===== src/fbwa_pkg.sv =====
package fbwa_pkg;

  localparam int MAX_BLOCKS = 64;
  localparam int BLK_W      = $clog2(MAX_BLOCKS);
  localparam int SPACE_W    = 16;
  localparam int NUM_W      = 7;
  localparam int FUNC_W     = 3;
  localparam int STAT_W     = 2;
  localparam int CHOSEN_W   = 6;
  localparam int IDX_IN_W   = 6;
  localparam int AMT_W      = 16;

  localparam logic [FUNC_W-1:0] FN_SET   = 3'd0;
  localparam logic [FUNC_W-1:0] FN_FIRST = 3'd1;
  localparam logic [FUNC_W-1:0] FN_WORST = 3'd2;
  localparam logic [FUNC_W-1:0] FN_BEST  = 3'd3;
  localparam logic [FUNC_W-1:0] FN_READ  = 3'd4;

  localparam logic [STAT_W-1:0] ST_OK    = 2'd0;
  localparam logic [STAT_W-1:0] ST_NOFIT = 2'd1;
  localparam logic [STAT_W-1:0] ST_RANGE = 2'd2;

  localparam logic CFG_NUM_BLOCKS = 1'b0;
  localparam logic CFG_BLOCK_SIZE = 1'b1;

  // Command held steady for the whole pass through the row of cells.
  typedef struct packed {
    logic [FUNC_W-1:0]  func;
    logic [BLK_W-1:0]   idx;
    logic [AMT_W-1:0]   amt;
    logic [NUM_W-1:0]   n;
  } cmd_t;

  // Best candidate so far, handed from cell to cell.
  typedef struct packed {
    logic               found;
    logic [BLK_W-1:0]   pick;
    logic [SPACE_W-1:0] val;
  } cand_t;

  typedef struct packed {
    logic               en;
    logic [BLK_W-1:0]   idx;
    logic [SPACE_W-1:0] val;
  } wr_t;

endpackage


===== src/fbwa_cell.sv =====
module fbwa_cell
  import fbwa_pkg::*;
(
  input  logic             clk_i,
  input  logic             rst_ni,
  input  logic [BLK_W-1:0] my_idx_i,
  input  cmd_t             cmd_i,
  input  wr_t              wr_i,
  input  logic             tok_i,
  input  cand_t            cand_i,
  output logic             tok_o,
  output cand_t            cand_o
);

  logic [SPACE_W-1:0] space_q;
  logic               tok_q;
  cand_t              cand_q;
  cand_t              cand_d;
  logic               fits;
  logic               take;

  assign fits = ({1'b0, my_idx_i} < cmd_i.n) && (space_q >= cmd_i.amt);

  always_comb begin
    case (cmd_i.func)
      FN_FIRST: take = fits && !cand_i.found;
      FN_WORST: take = fits && (!cand_i.found || space_q > cand_i.val);
      FN_BEST:  take = fits && (!cand_i.found || space_q < cand_i.val);
      FN_READ:  take = (my_idx_i == cmd_i.idx);
      default:  take = 1'b0;
    endcase
    if (take) begin
      cand_d = '{found: 1'b1, pick: my_idx_i, val: space_q};
    end else begin
      cand_d = cand_i;
    end
  end

  always_ff @(posedge clk_i or negedge rst_ni) begin
    if (!rst_ni) begin
      space_q <= '0;
      tok_q   <= 1'b0;
      cand_q  <= '0;
    end else begin
      tok_q <= tok_i;
      if (tok_i) begin
        cand_q <= cand_d;
      end
      if (wr_i.en && wr_i.idx == my_idx_i) begin
        space_q <= wr_i.val;
      end
    end
  end

  assign tok_o  = tok_q;
  assign cand_o = cand_q;

endmodule


===== config.mk =====
export PLATFORM = sky130hd
export DESIGN_NAME = fbwa_cell
export DESIGN_NICKNAME = d
export VERILOG_FILES = /design/src/fbwa_pkg.sv /design/src/fbwa_cell.sv
export SDC_FILE = /design/constraint.sdc
export NUM_CORES = 1
export LEC_CHECK = 0
export CAP_MARGIN = 20
export CORE_MARGIN = 8
export CORE_UTILIZATION = 23
export CTS_CLUSTER_SIZE = 16
export DETAILED_ROUTE_END_ITERATION = 10
export DONT_BUFFER_PORTS = 1
export HOLD_SLACK_MARGIN = 0.06
export SYNTH_ARGS = -nofsm -noshare
export SYNTH_HDL_FRONTEND = slang
export SYNTH_SLANG_ARGS = --single-unit

===== constraint.sdc =====
create_clock -name clk_i -period 2.2 [get_ports clk_i]
set_input_delay 0.22 -clock clk_i [delete_from_list [all_inputs] [get_ports clk_i]]
set_output_delay 0.22 -clock clk_i [all_outputs]
set_load 0.05 [all_outputs]

# Word level (Yosys, flattened, before mapping)
# Index checks and enable logic that the tools add are counted.
totals:
  register_bits: 40
  latchBits: 0
  ram_bits: 0
  mem_bits_ro: 0
  inputBits: 87
  out_inout_bits: 24
  word_cells: 25
  n_memories: 0
classes:
  addsub: 0
  multipliers: 0
  div_mod_pow: 0
  order_cmp: 4
  eq_ne: 6
  shift: 0
  muxes: 2
  bitwise_logic: 0
  n_reduce_logical: 8
op_table:
  columns: ["cell", "count"]
  rows:
  - ["two-way mux 23 bit", 1]
  - [">= comparator 16 bit", 1]
  - ["greater-than comparator 16 bit", 1]
  - ["less-than comparator 16 bit", 1]
  - ["== test 6 bit", 2]
  - ["less-than comparator 6 x 7 -> 1 bit", 1]
  - ["== test 3 x 2 -> 1 bit, second input constant", 2]
  - ["logical AND 1 bit", 5]
  - ["one-hot mux 1 bit (4 select lines)", 1]
  - ["== test 3 x 1 -> 1 bit, second input constant", 1]
  - ["== test 3 bit, second input constant", 1]
  - ["logical OR 1 bit", 2]
  - ["logical NOT 1 bit", 1]

# Depth between registers and ports, before layout
# Gate-level depths: netlist (run 1).
logic_depth:
  ltp_word: 5
  ltp_mapped: 10
  ltp_nobuf: 9

# Least setup slack after synthesis (run 1)
# OpenSTA, ideal clock, no wires.
synth_path:
  kind: "reg-to-reg"
  from: "register space_q[1]"
  to: "register cand_q (netlist bit cand_o[0])"
  setup_time_ps: 141
  t_arrival_ps: 2032
  t_required_ps: 2059
  slack_ps: 27
  stages_incl_launch_ff: 10
  n_path_buf: 1
  synth_period_minus_slack_ps: 2173
  cell_sequence: "dfrtp_1 > ha_1 > nor2b_1 > o211ai_2 > a2111oi_2 > nor3_2 > mux2_4 > buf_6 > o21ai_2 > a31oi_1"
synth_via:
  elab_chain_len: 5
  elab_cells_between_ends: 11
synth_rtl:
  columns: ["element", "line_no", "text"]
  rows:
  - ["from (decl)", "fbwa_cell.sv:15", "logic [SPACE_W-1:0] space_q;"]
  - ["from (signal assigned)", "fbwa_cell.sv:50", "space_q <= wr_i.val;"]
  - [">= comparator 16 bit, or another cell as far along", "fbwa_cell.sv:22", "assign fits = ({1'b0, my_idx_i} < cmd_i.n) && (space_q >= cmd_i.amt);"]
  - ["logical AND 1 bit, or another cell as far along", "fbwa_cell.sv:22", null]
  - ["logical AND 1 bit, on equally long branches", "fbwa_cell.sv:28, fbwa_cell.sv:26, fbwa_cell.sv:27", null]
  - ["one-hot mux 1 bit (4 select lines) (*)", "fbwa_cell.sv:25", "case (cmd_i.func)"]
  - ["two-way mux 23 bit (*)", "fbwa_cell.sv:32", "if (take) begin"]
  - ["to (signal assigned)", "fbwa_cell.sv:47", "cand_q <= cand_d;"]
  - ["to (decl)", "fbwa_cell.sv:17", "cand_t cand_q;"]
# Every way passes the cells marked *; elsewhere a longest branch is shown, timed or not.
# A chain may end at the register's enable or synchronous reset.

# Final worst setup path (run 1)
layout_path:
  from: "register space_q[14]"
  to: "register cand_q (netlist bit cand_o[15])"
# The elaborated chain is that of the path after synthesis.

==> results.toml, run 1 <==
[finish]
fin_util_pct = 30.90
final_common_cell = "dfrtp_1"
final_cell_mix = "40 x dfrtp_1, 37 x inv_1, 27 x nor2_1, 27 x ha_1, 26 x nand3_1"
fillers = 1335
final_layout_size_suffix_gt1_share_pct = 29.71
regArea_um2 = 1001
multi_input_area_um2 = 2052
layout.nets = 473
layout.cells.non_filler = 523
synthToLayoutAreaGrowth_pct = 30.81

[floorplanning]
coreArea_um2 = 12670
die-area_um2 = 16920
die_w_um = 130.1
start_util_pct = 23.62
die_h_um = 130.1
io_pins = 111
num_rows = 41

[global_route]
grt.overflow.total = 0
antenna_found_initial = 2
grt_pass1_vias = 2740
grt_start_max_net_pins = 48
grt_util_all_layers_pct = 12.24
grt_pass1_wl_um = 15370

[synth]
synth_edf_count = 0
netlist_area_um2 = 2993
yosysUniqueCellTypes = 43
synth.avg_cell_area_um2 = 9.471
synth-main-ff-cell = "dfrtp_1"
ys_ff_latch = 40
syn-num-nets = 440
synth_cells = 316
synthArstFlopShare_pct = 100.0
ys_seq_area_share_pct = 33.44
yosysWarnings = 0

[timing]
fin_crit_sh_pct = 106.9
fin_crit_ns = 2.352
setup_slack_ns = -0.1524
rsz0062_at_grt = "yes"
relSlewSlack_pct = 63.91
max_freq_ghz = 0.4251
whs_ns = -0.03673
hold_violations = 1
finClkSkew_ns = 0.005313
slew_viol_final = 0
tightest_slew_ns = 0.5413
setup_viol = 23

[clocking]
path_clk_slew_ns = 0.06
cts_root_buffer = "clkbuf_16"
htreeDepth = 2
cts_tree = "done"
cts_sinks = 40
cts_hold_buf = 2
numCtsBuffers = 5
clk_latency_ns = 0.29
cts_max_path_buffers = 2

[routing]
drc_errors = 0
drt-pass1-iter-count = 4
via_per_inst = 4.853
num_vias = 2538
drtIter0Drc = 76
final_antenna_net_count = 0
detail_route.wl_per_cell_um = 20.22
routed_wl_um = 10580

[status]
violations = "negative hold slack, negative setup slack"
status = "complete, but fails checks"

[setup_path]
critPathMaxFanout = 6
path_cells = "ha_4 -> nand4_1 -> buf_6 -> a2111oi_4 -> nor3_4 -> buf_4 -> mux2_4 -> o21ai_2 -> a31oi_1"
worst_ep_required_time_ns = 2.36
crit_buf_inv = 2
crit_type = "reg -> reg"
crit_family = "compound AO/OA/AOI/OAI gates"
worstPathArrival_ns = 2.52
worstSetupEndpointType = "flip-flop"
critical_path.slowest_cell = "dfrtp_1"
cp-start-kind = "flip-flop"
max_stage_delay_ns = 0.43

[power_and_ir_drop]
powerDensity_nw_per_um2 = 753.6
ir_drop_v = 0.0002799
power.leakage_nw = 1.728

[placement]
gp_congestion = 0.8246
port_buffers = 0
dp_hpwl_um = 8014
dpl.cell_count = 501

[flow_run]
cap_violations = 0

[worst_hold_path]
hp-class = "in -> reg"
-- cell families after synthesis --
| logic type | synth area share [%] |
|---|---|
| AND/OR/NAND/NOR | 13.34 |
| buffers and inverters | 7.608 |
| AO/OA/AOI/OAI | 19.73 |
| adder cells (fa/ha/maj) | 15.47 |
| multiplexers | 6.898 |
| flip-flops | 33.44 |
| XOR/XNOR | 3.512 |
-- path summary, 6_finish.rpt --
kind | start | end | slack (ns) | cells past startpoint
hold reg to reg | space_q[0] | cand_o[0] | 0.56 | 2
max in group asynchronous | rst_ni | space_q[14] | 1.56 | 2
setup reg to reg | space_q[14] | cand_o[15] | -0.15 | 9
min in group asynchronous | rst_ni | cand_o[19] | 0.42 | 2
setup / recovery | space_q[14] | cand_o[15] | -0.15 | 9
hold / removal | tok_i | tok_o | -0.04 | 0
-- layer usage --
metal	up-vias	wire length (µm)	GRT usage, %
met2	77	5464	21.60
met1	1231	3781	12.20
met3	18	1066	5.916
met4	2	251	4.645
li1	1210	-	-
met5	-	13	0
-- state kept, by name (all words and copies together), names as in the netlist --
register and count:
cand_o 23, space_q 16, tok_o 1
-- repair_timing --
action	4_1_cts	5_1_grt
resized for setup	26	14
pin swaps	6	3
endpoints found under the setup margin	23	23
setup buffers	7	2
cloned	3	0
hold endpoints to repair	64	24
-- per-stage QoR --
| stage | setup slack (ns) | TNS, ns | hold WS (ns) | area [µm²] | total power, mW |
|---|---|---|---|---|---|
| after floorplan | 0.02661 | 0 | -0.07559 | 2993 | 1.648 |
| after global placement | -0.4542 | -9.628 | -0.07416 | 3354 | 1.911 |
| after detailed placement | -0.5049 | -10.17 | -0.07429 | 3354 | 1.940 |
| after CTS | -0.1157 | -2.020 | -0.03625 | 3805 | 2.901 |
| after global routing | -0.2395 | -4.630 | -0.04791 | 3915 | 3.136 |
| final | -0.1524 | -2.532 | -0.03673 | 3915 | 2.950 |
-- report_power, final --
part / internal (mW) / total [mW] / switching, mW / leakage (nW)
sequential: 0.843 / 1.08 / 0.236 / 0.478
combinational: 0.558 / 1.12 / 0.564 / 1.18
clock: 0.453 / 0.749 / 0.297 / 0.0712
-- Yosys cell counts (all sizes together) (2+ instances only) --
cell	count	area, µm²
dfrtp	40	1001
o21ai	27	210.2
nor3	2	15.01
nand3	26	130.1
inv	37	138.9
nor2	28	107.6
clkbuf	4	15.01
xor2	5	43.79
buf	10	73.81
a211oi	2	15.01
nand2	6	22.52
ha	37	462.9
nor4	4	40.04
a31oi	24	156.4
nand2b	3	18.77
xnor2	7	61.31
a21o	3	22.52
a21oi	14	73.82
nand4	7	43.79
o21a	3	22.52
mux2	16	183.9
-- cell type report --
cell class	instances	share of cell area, %
Tap cell	172	5.497
Sequential cell	40	25.57
Multi-Input combinational cell	228	52.41
Clock buffer	8	3.739
Antenna cell	1	0.06392
Timing Repair Buffer	37	9.172
Inverter	37	3.547
(Power assumes the default switching activity.)
==> run 2, diff against run 1 <==
--- a/config.mk
+++ b/config.mk
@@ -12,6 +12,7 @@
 export DETAILED_ROUTE_END_ITERATION = 10
 export DONT_BUFFER_PORTS = 1
 export HOLD_SLACK_MARGIN = 0.06
+export SKIP_CTS_REPAIR_TIMING = 1
 export SYNTH_ARGS = -nofsm -noshare
 export SYNTH_HDL_FRONTEND = slang
 export SYNTH_SLANG_ARGS = --single-unit
==> run 2 against run 1 <==
Compared with the run above: the run still ends with negative hold slack, negative setup slack left; critical path depth increased by 1; design area increased by 0.51%; global-route usage decreased by 0.79 points; combinational power about the same; sequential cell count unchanged; via count increased by 0.99%; utilization increased by 0.16 points; critical endpoint unchanged; highest routed layer unchanged; fmax decreased by 0.26%; final cell count decreased by 0.76%.
==> results.toml, run 2 (same netlist as run 1, synthesis figures left out) <==
[power_and_ir_drop]
ir_drop_v = 0.0002892
power.leakage_nw = 1.703
p_total_mw = 2.959
powerDensity_nw_per_um2 = 751.9

[finish]
final_area_um2 = 3935
layout.nets = 470
largest_reg_flops = 23
n_antenna_cell = 0
final_layout_size_suffix_gt1_share_pct = 31.41
multi_input_area_um2 = 2095
final_cell_mix = "39 x dfrtp_1, 37 x inv_1, 26 x nor2_1, 25 x ha_1, 23 x buf_4"
synthToLayoutAreaGrowth_pct = 31.48
final_common_cell = "dfrtp_1"
regArea_um2 = 1002
fillers = 1332

[clocking]
cts_root_buffer = "clkbuf_16"
path_clk_slew_ns = 0.06
cts_sinks = 40
cts_tree = "done"
htreeDepth = 2
numCtsBuffers = 5
clk_latency_ns = 0.29
cts_max_path_buffers = 2

[setup_path]
worstPathArrival_ns = 2.56
worst_ep_required_time_ns = 2.40
cp-start-kind = "flip-flop"
worstSetupEndpointType = "flip-flop"
critPathMaxFanout = 6
crit_type = "reg -> reg"

[global_route]
antenna_found_initial = 2
grt.overflow.total = 0
grt_pass1_vias = 2604
grt_util_all_layers_pct = 11.45
grt_pass1_wl_um = 14400
grt_start_max_net_pins = 48

[timing]
fin_crit_sh_pct = 107.2
fin_crit_ns = 2.359
slew_viol_final = 0
setup_viol = 22
rsz0062_at_grt = "yes"
hold_violations = 1
relSlewSlack_pct = 63.71
max_freq_ghz = 0.4240
finClkSkew_ns = 0.005271
whs_ns = -0.03671
setup_slack_ns = -0.1586
tightest_slew_ns = 0.5444

[flow_run]
cap_violations = 0

[routing]
drc_errors = 0
drt-pass1-iter-count = 4
detail_route.wl_per_cell_um = 20.75
drtIter0Drc = 76
final_antenna_net_count = 0
num_vias = 2563
via_per_inst = 4.938
routed_wl_um = 10770

[status]
status = "complete, but fails checks"
violations = "negative hold slack, negative setup slack"

[placement]
port_buffers = 0
gp_congestion = 0.8246
pre_cts_ws_ns = -0.5049
dp_hpwl_um = 8014
placed_cell_area_um2 = 3354

[floorplanning]
die_h_um = 130.1
coreArea_um2 = 12670
num_rows = 41
io_pins = 111
start_util_pct = 23.62
die-area_um2 = 16920
die_w_um = 130.1

[worst_hold_path]
hp-class = "in -> reg"
## run 2: cell type report
type	count	area share, %
multi-input cells	228	53.23
flip-flops and latches	40	25.47
repair buffers	34	8.585
well taps	172	5.469
clock buffers	8	3.720
inverters	37	3.529
## run 2: metrics by stage
stage | utilization [%] | std cells | TNS [ns]
2_1_floorplan | - | 316 | 0
3_3_place_gp | 26.47 | 501 | -9.628
3_5_place_dp | 26.47 | 501 | -10.17
4_1_cts | 27.63 | 509 | -10.68
5_1_grt | 31.06 | 519 | -5.973
6_report | 31.06 | 519 | -3.024
## run 2: layer usage
layer	vias to the layer above	track usage, %	wire length, µm
met5	-	0	13
li1	1202	-	-
met1	1254	11.44	3917
met4	2	3.552	227
met2	87	20.41	5524
met3	18	5.671	1084
## run 2: final timing paths
kind | startpoint | endpoint | slack [ns] | cells past startpoint
max | space_q[7] | cand_o[15] | -0.16 | 10
min | tok_i | tok_o | -0.04 | 0
max reg2reg | space_q[7] | cand_o[15] | -0.16 | 10
min reg2reg | space_q[0] | cand_o[0] | 0.55 | 2
max in group asynchronous | rst_ni | space_q[3] | 1.55 | 2
min in group asynchronous | rst_ni | cand_o[19] | 0.42 | 2
## run 2: where the power goes
group	leakage, nW	switching (mW)	internal, mW
clock network	0.0712	0.296	0.453
registers	0.476	0.240	0.844
logic	1.16	0.574	0.552
total	1.70	1.11	1.85
## run 2: critical path, stage by stage (launching register included)
cell and delay, ns:
dfrtp_1 0.39, buf_4 0.16, ha_4 0.27, nand4_1 0.15, buf_4 0.20, nor4_4 0.22, nor4b_2 0.08, nor2_2 0.26
mux2_4 0.31, o21ai_1 0.09, a31oi_1 0.16
